$ cat src/bpa_pkg.sv
package bpa_pkg;

   // Width of the address arithmetic: a 32-bit base, plus an offset of at most
   // 22 bits, plus an alignment term, with headroom for the carry.
   localparam int CALC_W = 35;

   localparam logic [31:0] BASE_ADDR_RESET = 32'h0010_0000;
   localparam logic [21:0] DEF_ALIGN_M1    = 22'd15;

   typedef enum logic [1:0] {
      OP_ALLOC  = 2'd0,
      OP_FREE   = 2'd1,
      OP_REWIND = 2'd2,
      OP_CLEAR  = 2'd3
   } op_type;

   typedef enum logic [2:0] {
      ST_IDLE,
      ST_PREP,
      ST_ALIGN_CHK,
      ST_BOUND_CHK,
      ST_WALK,
      ST_RESULT
   } state_type;

   typedef struct packed {
      op_type      op;
      logic [21:0] size_bytes;
      logic [21:0] align_bytes;
      logic [31:0] max_phys_addr;
      logic [31:0] free_addr;
      logic [21:0] checkpoint_offset;
   } req_type;

   typedef struct packed {
      logic        ok;
      logic [31:0] buffer_addr;
      logic [21:0] used_bytes;
      logic [5:0]  live_count;
   } rsp_type;

   typedef struct packed {
      logic [31:0] addr;
      logic [21:0] size;
   } rec_type;

endpackage

$ cat src/bpa_rec_mem.sv
module bpa_rec_mem #(
   parameter int RECORDS = 32,
   parameter int IDX_W   = 5
) (
   input  logic                 clock,
   input  logic                 wr_en,
   input  logic [IDX_W-1:0]     wr_idx,
   input  bpa_pkg::rec_type     wr_data,
   input  logic [IDX_W-1:0]     rd_idx,
   output bpa_pkg::rec_type     rd_data
);

   bpa_pkg::rec_type rec_mem_ff [RECORDS];
   bpa_pkg::rec_type rd_data_ff;

   always_ff @(posedge clock) begin
      if (wr_en) begin
         rec_mem_ff[wr_idx] <= wr_data;
      end
      rd_data_ff <= rec_mem_ff[rd_idx];
   end

   assign rd_data = rd_data_ff;

endmodule

$ cat src/bpa_engine.sv
module bpa_engine #(
   parameter int POOL_BYTES = 2097152,
   parameter int RECORDS    = 32,
   parameter int IDX_W      = 5
) (
   input  logic                 clock,
   input  logic                 reset,
   input  logic [31:0]          base_addr,
   input  logic                 req_valid,
   output logic                 req_stall,
   input  bpa_pkg::req_type     req_data,
   output logic                 res_valid,
   output bpa_pkg::rsp_type     res_data,
   input  logic                 res_take,
   output logic                 mem_wr_en,
   output logic [IDX_W-1:0]     mem_wr_idx,
   output bpa_pkg::rec_type     mem_wr_data,
   output logic [IDX_W-1:0]     mem_rd_idx,
   input  bpa_pkg::rec_type     mem_rd_data
);

   localparam int CW    = bpa_pkg::CALC_W;
   localparam int CNT_W = $clog2(RECORDS + 1);
   localparam int OFF_W = $clog2(POOL_BYTES + 1);
   localparam logic [IDX_W-1:0] LAST_IDX  = IDX_W'(RECORDS - 1);
   localparam logic [CNT_W-1:0] REC_CNT   = CNT_W'(RECORDS);
   localparam logic [CW-1:0]    POOL_SIZE = CW'(POOL_BYTES);

   bpa_pkg::state_type state_ff, state_in;
   bpa_pkg::req_type   req_ff, req_in;
   bpa_pkg::rsp_type   res_ff, res_in;
   logic [OFF_W-1:0]   off_ff, off_in;
   logic [CNT_W-1:0]   cnt_ff, cnt_in;
   logic [RECORDS-1:0] valid_ff, valid_in;
   logic [CW-1:0]      work_a_ff, work_a_in;
   logic [CW-1:0]      work_b_ff, work_b_in;
   logic [CW-1:0]      work_c_ff, work_c_in;
   logic [CNT_W-1:0]   issue_ff, issue_in;
   logic               pend_ff, pend_in;
   logic [IDX_W-1:0]   pend_idx_ff, pend_idx_in;

   logic [21:0]        align_m1;
   logic [CW-1:0]      align_sum;
   logic               finish;
   logic               fin_ok;
   logic [31:0]        fin_addr;
   logic               slot_valid;
   logic               rec_hit;
   logic               tail_hit;
   logic               bound_fail;
   logic [OFF_W+21:0]  used_ext;
   logic [CNT_W+5:0]   cnt_ext;

   always_ff @(posedge clock) begin
      if (reset) begin
         state_ff <= bpa_pkg::ST_IDLE;
         off_ff   <= '0;
         cnt_ff   <= '0;
         valid_ff <= '0;
         issue_ff <= '0;
         pend_ff  <= 1'b0;
      end else begin
         state_ff <= state_in;
         off_ff   <= off_in;
         cnt_ff   <= cnt_in;
         valid_ff <= valid_in;
         issue_ff <= issue_in;
         pend_ff  <= pend_in;
      end
      req_ff      <= req_in;
      res_ff      <= res_in;
      work_a_ff   <= work_a_in;
      work_b_ff   <= work_b_in;
      work_c_ff   <= work_c_in;
      pend_idx_ff <= pend_idx_in;
   end

   assign mem_rd_idx = issue_ff[IDX_W-1:0];
   assign slot_valid = valid_ff[pend_idx_ff];
   assign rec_hit    = (mem_rd_data.addr == req_ff.free_addr) &&
                       (mem_rd_data.size == req_ff.size_bytes);
   // Freed block sits at the top of the pool: offset may drop back
   assign tail_hit   = (work_a_ff == work_b_ff) &&
                       (CW'(req_ff.size_bytes) <= CW'(off_ff));
   assign bound_fail = (req_ff.size_bytes == 22'd0) || (work_c_ff > POOL_SIZE) ||
                       (|work_b_ff[CW-1:32]) ||
                       ((req_ff.max_phys_addr != 32'd0) &&
                        (work_b_ff > CW'(req_ff.max_phys_addr)));
   assign align_m1   = (req_ff.align_bytes == 22'd0) ? bpa_pkg::DEF_ALIGN_M1 :
                       req_ff.align_bytes - 22'd1;
   assign align_sum  = CW'(base_addr) + CW'(off_ff) + CW'(align_m1);

   always_comb begin
      state_in    = state_ff;
      req_in      = req_ff;
      res_in      = res_ff;
      off_in      = off_ff;
      cnt_in      = cnt_ff;
      valid_in    = valid_ff;
      work_a_in   = work_a_ff;
      work_b_in   = work_b_ff;
      work_c_in   = work_c_ff;
      issue_in    = '0;
      pend_in     = 1'b0;
      pend_idx_in = pend_idx_ff;
      finish      = 1'b0;
      fin_ok      = 1'b1;
      fin_addr    = 32'd0;
      mem_wr_en   = 1'b0;
      mem_wr_idx  = pend_idx_ff;
      mem_wr_data = '{addr: work_a_ff[31:0], size: req_ff.size_bytes};

      case (state_ff)
         bpa_pkg::ST_IDLE: begin
            if (req_valid) begin
               req_in   = req_data;
               state_in = bpa_pkg::ST_PREP;
            end
         end

         bpa_pkg::ST_PREP: begin
            case (req_ff.op)
               bpa_pkg::OP_ALLOC: begin
                  work_a_in = align_sum & ~CW'(align_m1);
                  state_in  = bpa_pkg::ST_ALIGN_CHK;
               end
               bpa_pkg::OP_FREE: begin
                  work_a_in = CW'(base_addr) + CW'(off_ff);
                  work_b_in = CW'(req_ff.free_addr) + CW'(req_ff.size_bytes);
                  state_in  = bpa_pkg::ST_WALK;
               end
               bpa_pkg::OP_REWIND: begin
                  if (CW'(req_ff.checkpoint_offset) > CW'(off_ff)) begin
                     finish = 1'b1;
                  end else begin
                     off_in    = OFF_W'(req_ff.checkpoint_offset);
                     work_a_in = CW'(base_addr) + CW'(req_ff.checkpoint_offset);
                     state_in  = bpa_pkg::ST_WALK;
                  end
               end
               default: begin
                  off_in   = '0;
                  cnt_in   = '0;
                  valid_in = '0;
                  finish   = 1'b1;
               end
            endcase
         end

         bpa_pkg::ST_ALIGN_CHK: begin
            // last byte address and end offset, both from the aligned start
            work_b_in = work_a_ff + CW'(req_ff.size_bytes) - CW'(1);
            work_c_in = work_a_ff - CW'(base_addr) + CW'(req_ff.size_bytes);
            state_in  = bpa_pkg::ST_BOUND_CHK;
         end

         bpa_pkg::ST_BOUND_CHK: begin
            if (bound_fail) begin
               finish = 1'b1;
               fin_ok = 1'b0;
            end else begin
               off_in   = work_c_ff[OFF_W-1:0];
               state_in = bpa_pkg::ST_WALK;
            end
         end

         bpa_pkg::ST_WALK: begin
            // one read issued per cycle, tested in the cycle after
            pend_in     = (issue_ff < REC_CNT);
            pend_idx_in = issue_ff[IDX_W-1:0];
            issue_in    = pend_in ? issue_ff + CNT_W'(1) : issue_ff;
            if (pend_ff) begin
               case (req_ff.op)
                  bpa_pkg::OP_ALLOC: begin
                     fin_addr = work_a_ff[31:0];
                     if (!slot_valid) begin
                        mem_wr_en             = 1'b1;
                        valid_in[pend_idx_ff] = 1'b1;
                        cnt_in                = cnt_ff + CNT_W'(1);
                        finish                = 1'b1;
                     end else if (pend_idx_ff == LAST_IDX) begin
                        finish = 1'b1;
                     end
                  end
                  bpa_pkg::OP_FREE: begin
                     if (slot_valid && rec_hit) begin
                        valid_in[pend_idx_ff] = 1'b0;
                        cnt_in                = cnt_ff - CNT_W'(1);
                        if (tail_hit) begin
                           off_in = OFF_W'(CW'(off_ff) - CW'(req_ff.size_bytes));
                        end
                        finish = 1'b1;
                     end else if (pend_idx_ff == LAST_IDX) begin
                        finish = 1'b1;
                        fin_ok = 1'b0;
                     end
                  end
                  default: begin
                     if (slot_valid && (CW'(mem_rd_data.addr) >= work_a_ff)) begin
                        valid_in[pend_idx_ff] = 1'b0;
                        cnt_in                = cnt_ff - CNT_W'(1);
                     end
                     if (pend_idx_ff == LAST_IDX) begin
                        finish = 1'b1;
                     end
                  end
               endcase
            end
         end

         bpa_pkg::ST_RESULT: begin
            if (res_take) begin
               state_in = bpa_pkg::ST_IDLE;
            end
         end

         default: begin
            state_in = bpa_pkg::ST_IDLE;
         end
      endcase

      used_ext = {22'd0, off_in};
      cnt_ext  = {6'd0, cnt_in};
      if (finish) begin
         res_in.ok          = fin_ok;
         res_in.buffer_addr = fin_ok ? fin_addr : 32'd0;
         res_in.used_bytes  = used_ext[21:0];
         res_in.live_count  = cnt_ext[5:0];
         state_in           = bpa_pkg::ST_RESULT;
      end
   end

   assign req_stall = (state_ff != bpa_pkg::ST_IDLE);
   assign res_valid = (state_ff == bpa_pkg::ST_RESULT);
   assign res_data  = res_ff;

endmodule

$ cat src/bump_pool_allocator.sv
// Channel   Direction  Ports                           Moves
// request   in         req_valid, req_stall, req_data  one operation (bpa_pkg::req_type)
// response  out        rsp_valid, rsp_stall, rsp_data  one result (bpa_pkg::rsp_type)
// csr       in         csr_wr_en, csr_wr_data          pool base address
//
// One request is worked at a time. Alloc, free and rewind walk the record
// table one entry per cycle through the single read port of the record memory;
// clear does not walk it.
// Reset is synchronous; record valid bits are flip-flops cleared at once, so no
// clearing pass follows reset. A stalled response sits in the output register
// while the next request is already accepted and worked on.
module bump_pool_allocator #(
   parameter int POOL_BYTES = 2097152,
   parameter int RECORDS    = 32
) (
   input  logic                 clock,
   input  logic                 reset,
   input  logic                 req_valid,
   output logic                 req_stall,
   input  bpa_pkg::req_type     req_data,
   output logic                 rsp_valid,
   input  logic                 rsp_stall,
   output bpa_pkg::rsp_type     rsp_data,
   input  logic                 csr_wr_en,
   input  logic [31:0]          csr_wr_data
);

   localparam int IDX_W = (RECORDS > 1) ? $clog2(RECORDS) : 1;

   logic [31:0]          base_addr_ff;
   logic                 rsp_valid_ff;
   bpa_pkg::rsp_type     rsp_data_ff;

   logic                 res_valid;
   bpa_pkg::rsp_type     res_data;
   logic                 res_take;

   logic                 mem_wr_en;
   logic [IDX_W-1:0]     mem_wr_idx;
   bpa_pkg::rec_type     mem_wr_data;
   logic [IDX_W-1:0]     mem_rd_idx;
   bpa_pkg::rec_type     mem_rd_data;

   // Pool base register; the block is to be idle when software writes it (unenforced).
   always_ff @(posedge clock) begin
      if (reset) begin
         base_addr_ff <= bpa_pkg::BASE_ADDR_RESET;
      end else if (csr_wr_en) begin
         base_addr_ff <= csr_wr_data;
      end
   end

   // Output register: a finished result moves in when the register is empty
   // or its current contents are being taken this cycle.
   assign res_take = res_valid && (!rsp_valid_ff || !rsp_stall);

   always_ff @(posedge clock) begin
      if (reset) begin
         rsp_valid_ff <= 1'b0;
      end else if (res_take) begin
         rsp_valid_ff <= 1'b1;
      end else if (!rsp_stall) begin
         rsp_valid_ff <= 1'b0;
      end
      if (res_take) begin
         rsp_data_ff <= res_data;
      end
   end

   assign rsp_valid = rsp_valid_ff;
   assign rsp_data  = rsp_data_ff;

   // Allocation records: address and size per slot.
   bpa_rec_mem #(
      .RECORDS (RECORDS),
      .IDX_W   (IDX_W)
   ) u_rec_mem (
      .clock   (clock),
      .wr_en   (mem_wr_en),
      .wr_idx  (mem_wr_idx),
      .wr_data (mem_wr_data),
      .rd_idx  (mem_rd_idx),
      .rd_data (mem_rd_data)
   );

   // Sequencer: alignment and bound checks on alloc, then the walk; clear skips both.
   bpa_engine #(
      .POOL_BYTES (POOL_BYTES),
      .RECORDS    (RECORDS),
      .IDX_W      (IDX_W)
   ) u_engine (
      .clock       (clock),
      .reset       (reset),
      .base_addr   (base_addr_ff),
      .req_valid   (req_valid),
      .req_stall   (req_stall),
      .req_data    (req_data),
      .res_valid   (res_valid),
      .res_data    (res_data),
      .res_take    (res_take),
      .mem_wr_en   (mem_wr_en),
      .mem_wr_idx  (mem_wr_idx),
      .mem_wr_data (mem_wr_data),
      .mem_rd_idx  (mem_rd_idx),
      .mem_rd_data (mem_rd_data)
   );

endmodule

$ cat config.mk
export PLATFORM = sky130hd
export DESIGN_NAME = bump_pool_allocator
export DESIGN_NICKNAME = d
export VERILOG_FILES = /design/src/bpa_pkg.sv /design/src/bpa_rec_mem.sv /design/src/bpa_engine.sv /design/src/bump_pool_allocator.sv
export SDC_FILE = /design/constraint.sdc
export NUM_CORES = 2
export LEC_CHECK = 0
export ABC_AREA = 1
export BUFFER_PORTS_ARGS = -buffer_cell sky130_fd_sc_hd__buf_4
export CAP_MARGIN = 25
export CORE_MARGIN = 2
export CORE_UTILIZATION = 40
export CTS_BUF_LIST = sky130_fd_sc_hd__clkbuf_2
export CTS_CLUSTER_DIAMETER = 200
export DETAILED_ROUTE_END_ITERATION = 8
export GPL_ROUTABILITY_DRIVEN = 1
export GPL_TIMING_DRIVEN = 0
export SLEW_MARGIN = 20
export SYNTH_ARGS = -nofsm -noshare
export SYNTH_HDL_FRONTEND = slang
export SYNTH_SLANG_ARGS = --single-unit
$ cat constraint.sdc
create_clock -name clock -period 7.79 [get_ports clock]
set_input_delay 0.3895 -clock clock [delete_from_list [all_inputs] [get_ports clock]]
set_output_delay 0.3895 -clock clock [all_outputs]
set_load 0.03 [all_outputs]
==> impl_metrics.toml <==
[worst_hold_path]
hold_path_class = "in -> reg"
hold-path-cell-count = 3
min_to = "u_engine.mem_wr_data[3]"
min_from = "req_data[111]"

[final_layout]
drive_gt1_share_pct = 14.0
fillers = 23300
utilization_pct = 48.7
final_area_mm2 = 0.125
area_growth_pct = 21.2
nNetsFinal = 11900

[routing]
first_pass_iters = 8
ant_nets = 0
via_per_inst = 5.69
drc_errors = 0
drt_iter0_markers = 11700
routed_wl_um = 430000
wire_per_inst_um = 28.2
vias = 86900

[pwr]
power.total_uw = 34000
power_density_mw_per_mm2 = 272
p_leak_uw = 0.0477
ir_worst_vdd_v = 0.000240

[cts]
cts_buffers = 578
cts_resized = 0
h-tree-depth = 6
tritoncts = "yes"
cts.sinks = 2248
clockBufferDepth = 4
post_cts_buffers = 0
insertion_delay_ps = 1820
cts_hold_buf = 529
path_clk_slew_ps = 100
cts-root-buf = "clkbuf_2"

[worst_setup_path]
regToRegEndpoint = "u_rec_mem.rec_mem_ff[20][17]"
rr_startpoint = "u_engine.mem_wr_idx[0]"
rr_worst_depth = 22
crit_top_cell = "buf_4"
critPathRequiredTime_ps = 9180
crit_fanout = 10
crit_slowest_cell = "clkbuf_1"
r2r_slack_ps = 2090
worstPathArrival_ps = 7090
cpPeakStageDelay_ps = 610
crit_type = "reg -> reg"
crit_chain = "buf_4, buf_6, nand2_1, o21ai_1, nand2_1, nand2_1, nand2_1, nand2_1, nor2_2, nand2_4, clkinv_4, buf_6, nand3_1, clkbuf_1, nor3_2, buf_4, buf_4, buf_4, buf_4, buf_4, buf_4, buf_6"
crit_path_end_kind = "flop"
start_kind = "flop"

[synth]
ys_top_cells_by_area = "edfxtp_1 61%, o21ai_0 6.0%, nand2_1 5.4%"
syn-instance-count = 9688
ys_ff_latch = 2248
synth_area_mm2 = 0.103
synthFlopType = "edfxtp_1"
ys_warn_count = 0
synth_commonest_cells = "2091 x edfxtp_1, 1485 x nand2_1, 1439 x nor2_1"
synth_edf_count = 2091
yosysTopAreaCell = "edfxtp_1"
async_reset_ff_share_pct = 0
ys_seq_area_share_pct = 64.0
synth_nets = 10200
synth.avg_cell_area_um2 = 10.6
yosysMostFrequentCell = "edfxtp_1"
synth.top_cell.area_share_pct = 60.9
synth.distinct_cells = 59

[die]
io-pin-count = 232
fp-row-count = 186
die_x_um = 512
core_mm2 = 0.256
die_y_um = 512
start_util_pct = 40.2
die_area_mm2 = 0.262

[timing]
timing.final.crit_share_pct = 73.2
finalHoldWorstSlack_ps = 259
maxSlewViolCount = 0
rsz0062_at_grt = "false"
hold_viol = 0
finalSetupViolations = 0
fin_setup_tns_ps = 0
fin_skew_ps = 269
worst_pin_slew_ps = 1150
fin_crit_ps = 5700
max_slew_margin_pct = 23.5
clock.fmax_mhz = 175

[global_routing]
grt_pass1_wl_um = 598000
grt_pass1_vias = 84100
track_usage_pct = 31.8
grt_overflow_total = 0
grt_max_degree = 44
antenna_found_initial = 48

[flow_run]
drv_cap = 0

[place]
placed_area_mm2 = 0.114
port_buffers = 230
routabilityCongestion = 0.975
dp_hpwl_um = 319000

[status]
status = "complete, no violations"
[placed cells by master, fill, tap and decap left out, types with 112 or more instances in the layout]
master / instances
dfxtp_1: 157
o22ai_1: 286
clkbuf_1: 366
buf_4: 422
nand3_1: 308
dlygate4sd3_1: 529
nor2_1: 1431
o21ai_0: 1225
o221ai_1: 158
inv_1: 718
clkinv_1: 112
edfxtp_1: 2091
clkbuf_2: 855
nand2_1: 1485
a21oi_1: 426
ha_1: 303
[final cells by class]
type                    count  area, µm²  share of cell area [%]
multi-input cells        6267      32800                    26.3
clock inverters           181       1330                    1.06
plain buffers             445       1800                    1.44
repair buffers           1146      11800                    9.42
flip-flops and latches   2248      65900                    52.8
well taps                3384       4230                    3.39
inverters                 728       2740                    2.19
clock buffers             846       4230                    3.39
diodes                     20       50.0                  0.0401
[critical path: cells and delay by family, from the launching register on]
kind / cells / cell delay, ps
AND/OR/NAND/NOR: 9 / 2050
AO/OA/AOI/OAI: 1 / 60
flip-flops: 1 / 370
buffers and inverters: 12 / 2730
[per-stage QoR]
step	setup slack (ps)	cells
global route	1870	15300
floorplan	861	9688
global placement	-4320	13300
finish	2090	15300
CTS	2230	15200
detailed placement	2290	13700
[state kept, by name, indices dropped and copies added (netlist names)]
signal	cells
u_rec_mem.rec_mem_ff	1728
u_engine.work_c_ff	35
u_rec_mem.rd_data	54
rsp_data	61
u_engine.res_data	61
u_engine.issue_ff	6
u_engine.pend_ff	1
u_engine.cnt_ff	6
rsp_valid	1
u_engine.work_b_ff	35
u_engine.req_ff	110
u_engine.off_ff	22
u_engine.state_ff	3
base_addr_ff	32
u_engine.mem_wr_data	22
u_engine.mem_wr_idx	5
u_engine.work_a_ff	34
u_engine.valid_ff	32
[logic make-up after synthesis]
group	Yosys count	share of synthesized area, %
DFF	2248	64.0
AOI/OAI and AO/OA	2314	12.7
buffers and inverters	1173	4.38
xor gates and xnor gates	128	1.09
and+or+nand+nor	3493	13.7
adders and majority gates	331	4.22
other	1	0.00364
[layer usage]
layer | up-vias | routed length, µm | global-route usage (%)
li1 | 38300 | - | -
met5 | - | 244 | 0
met3 | 1149 | 46000 | 7.20
met2 | 5388 | 194000 | 50.1
met4 | 34 | 28500 | 19.2
met1 | 42100 | 161000 | 40.0
[report_power, final]
part	switching (µW)	internal, µW
logic	7090	2970
clock network	5130	3590
registers	737	14500
total	12900	21100
[worst max-delay path by stage]
stage                                start                      endpoint  slack [ps]
finish              u_engine.mem_wr_idx[0]  u_rec_mem.rec_mem_ff[20][17]        2090
global route        u_engine.mem_wr_idx[0]  u_rec_mem.rec_mem_ff[20][17]        1870
CTS                 u_engine.mem_wr_idx[0]  u_rec_mem.rec_mem_ff[20][17]        2230
detailed placement    u_engine.req_ff[131]  u_rec_mem.rec_mem_ff[20][22]        2290
global placement      u_engine.req_ff[131]  u_rec_mem.rec_mem_ff[16][28]       -4320
floorplan             u_engine.state_ff[0]       u_engine.mem_wr_data[0]         860
Note: power is estimated with default switching activity, not from simulation.
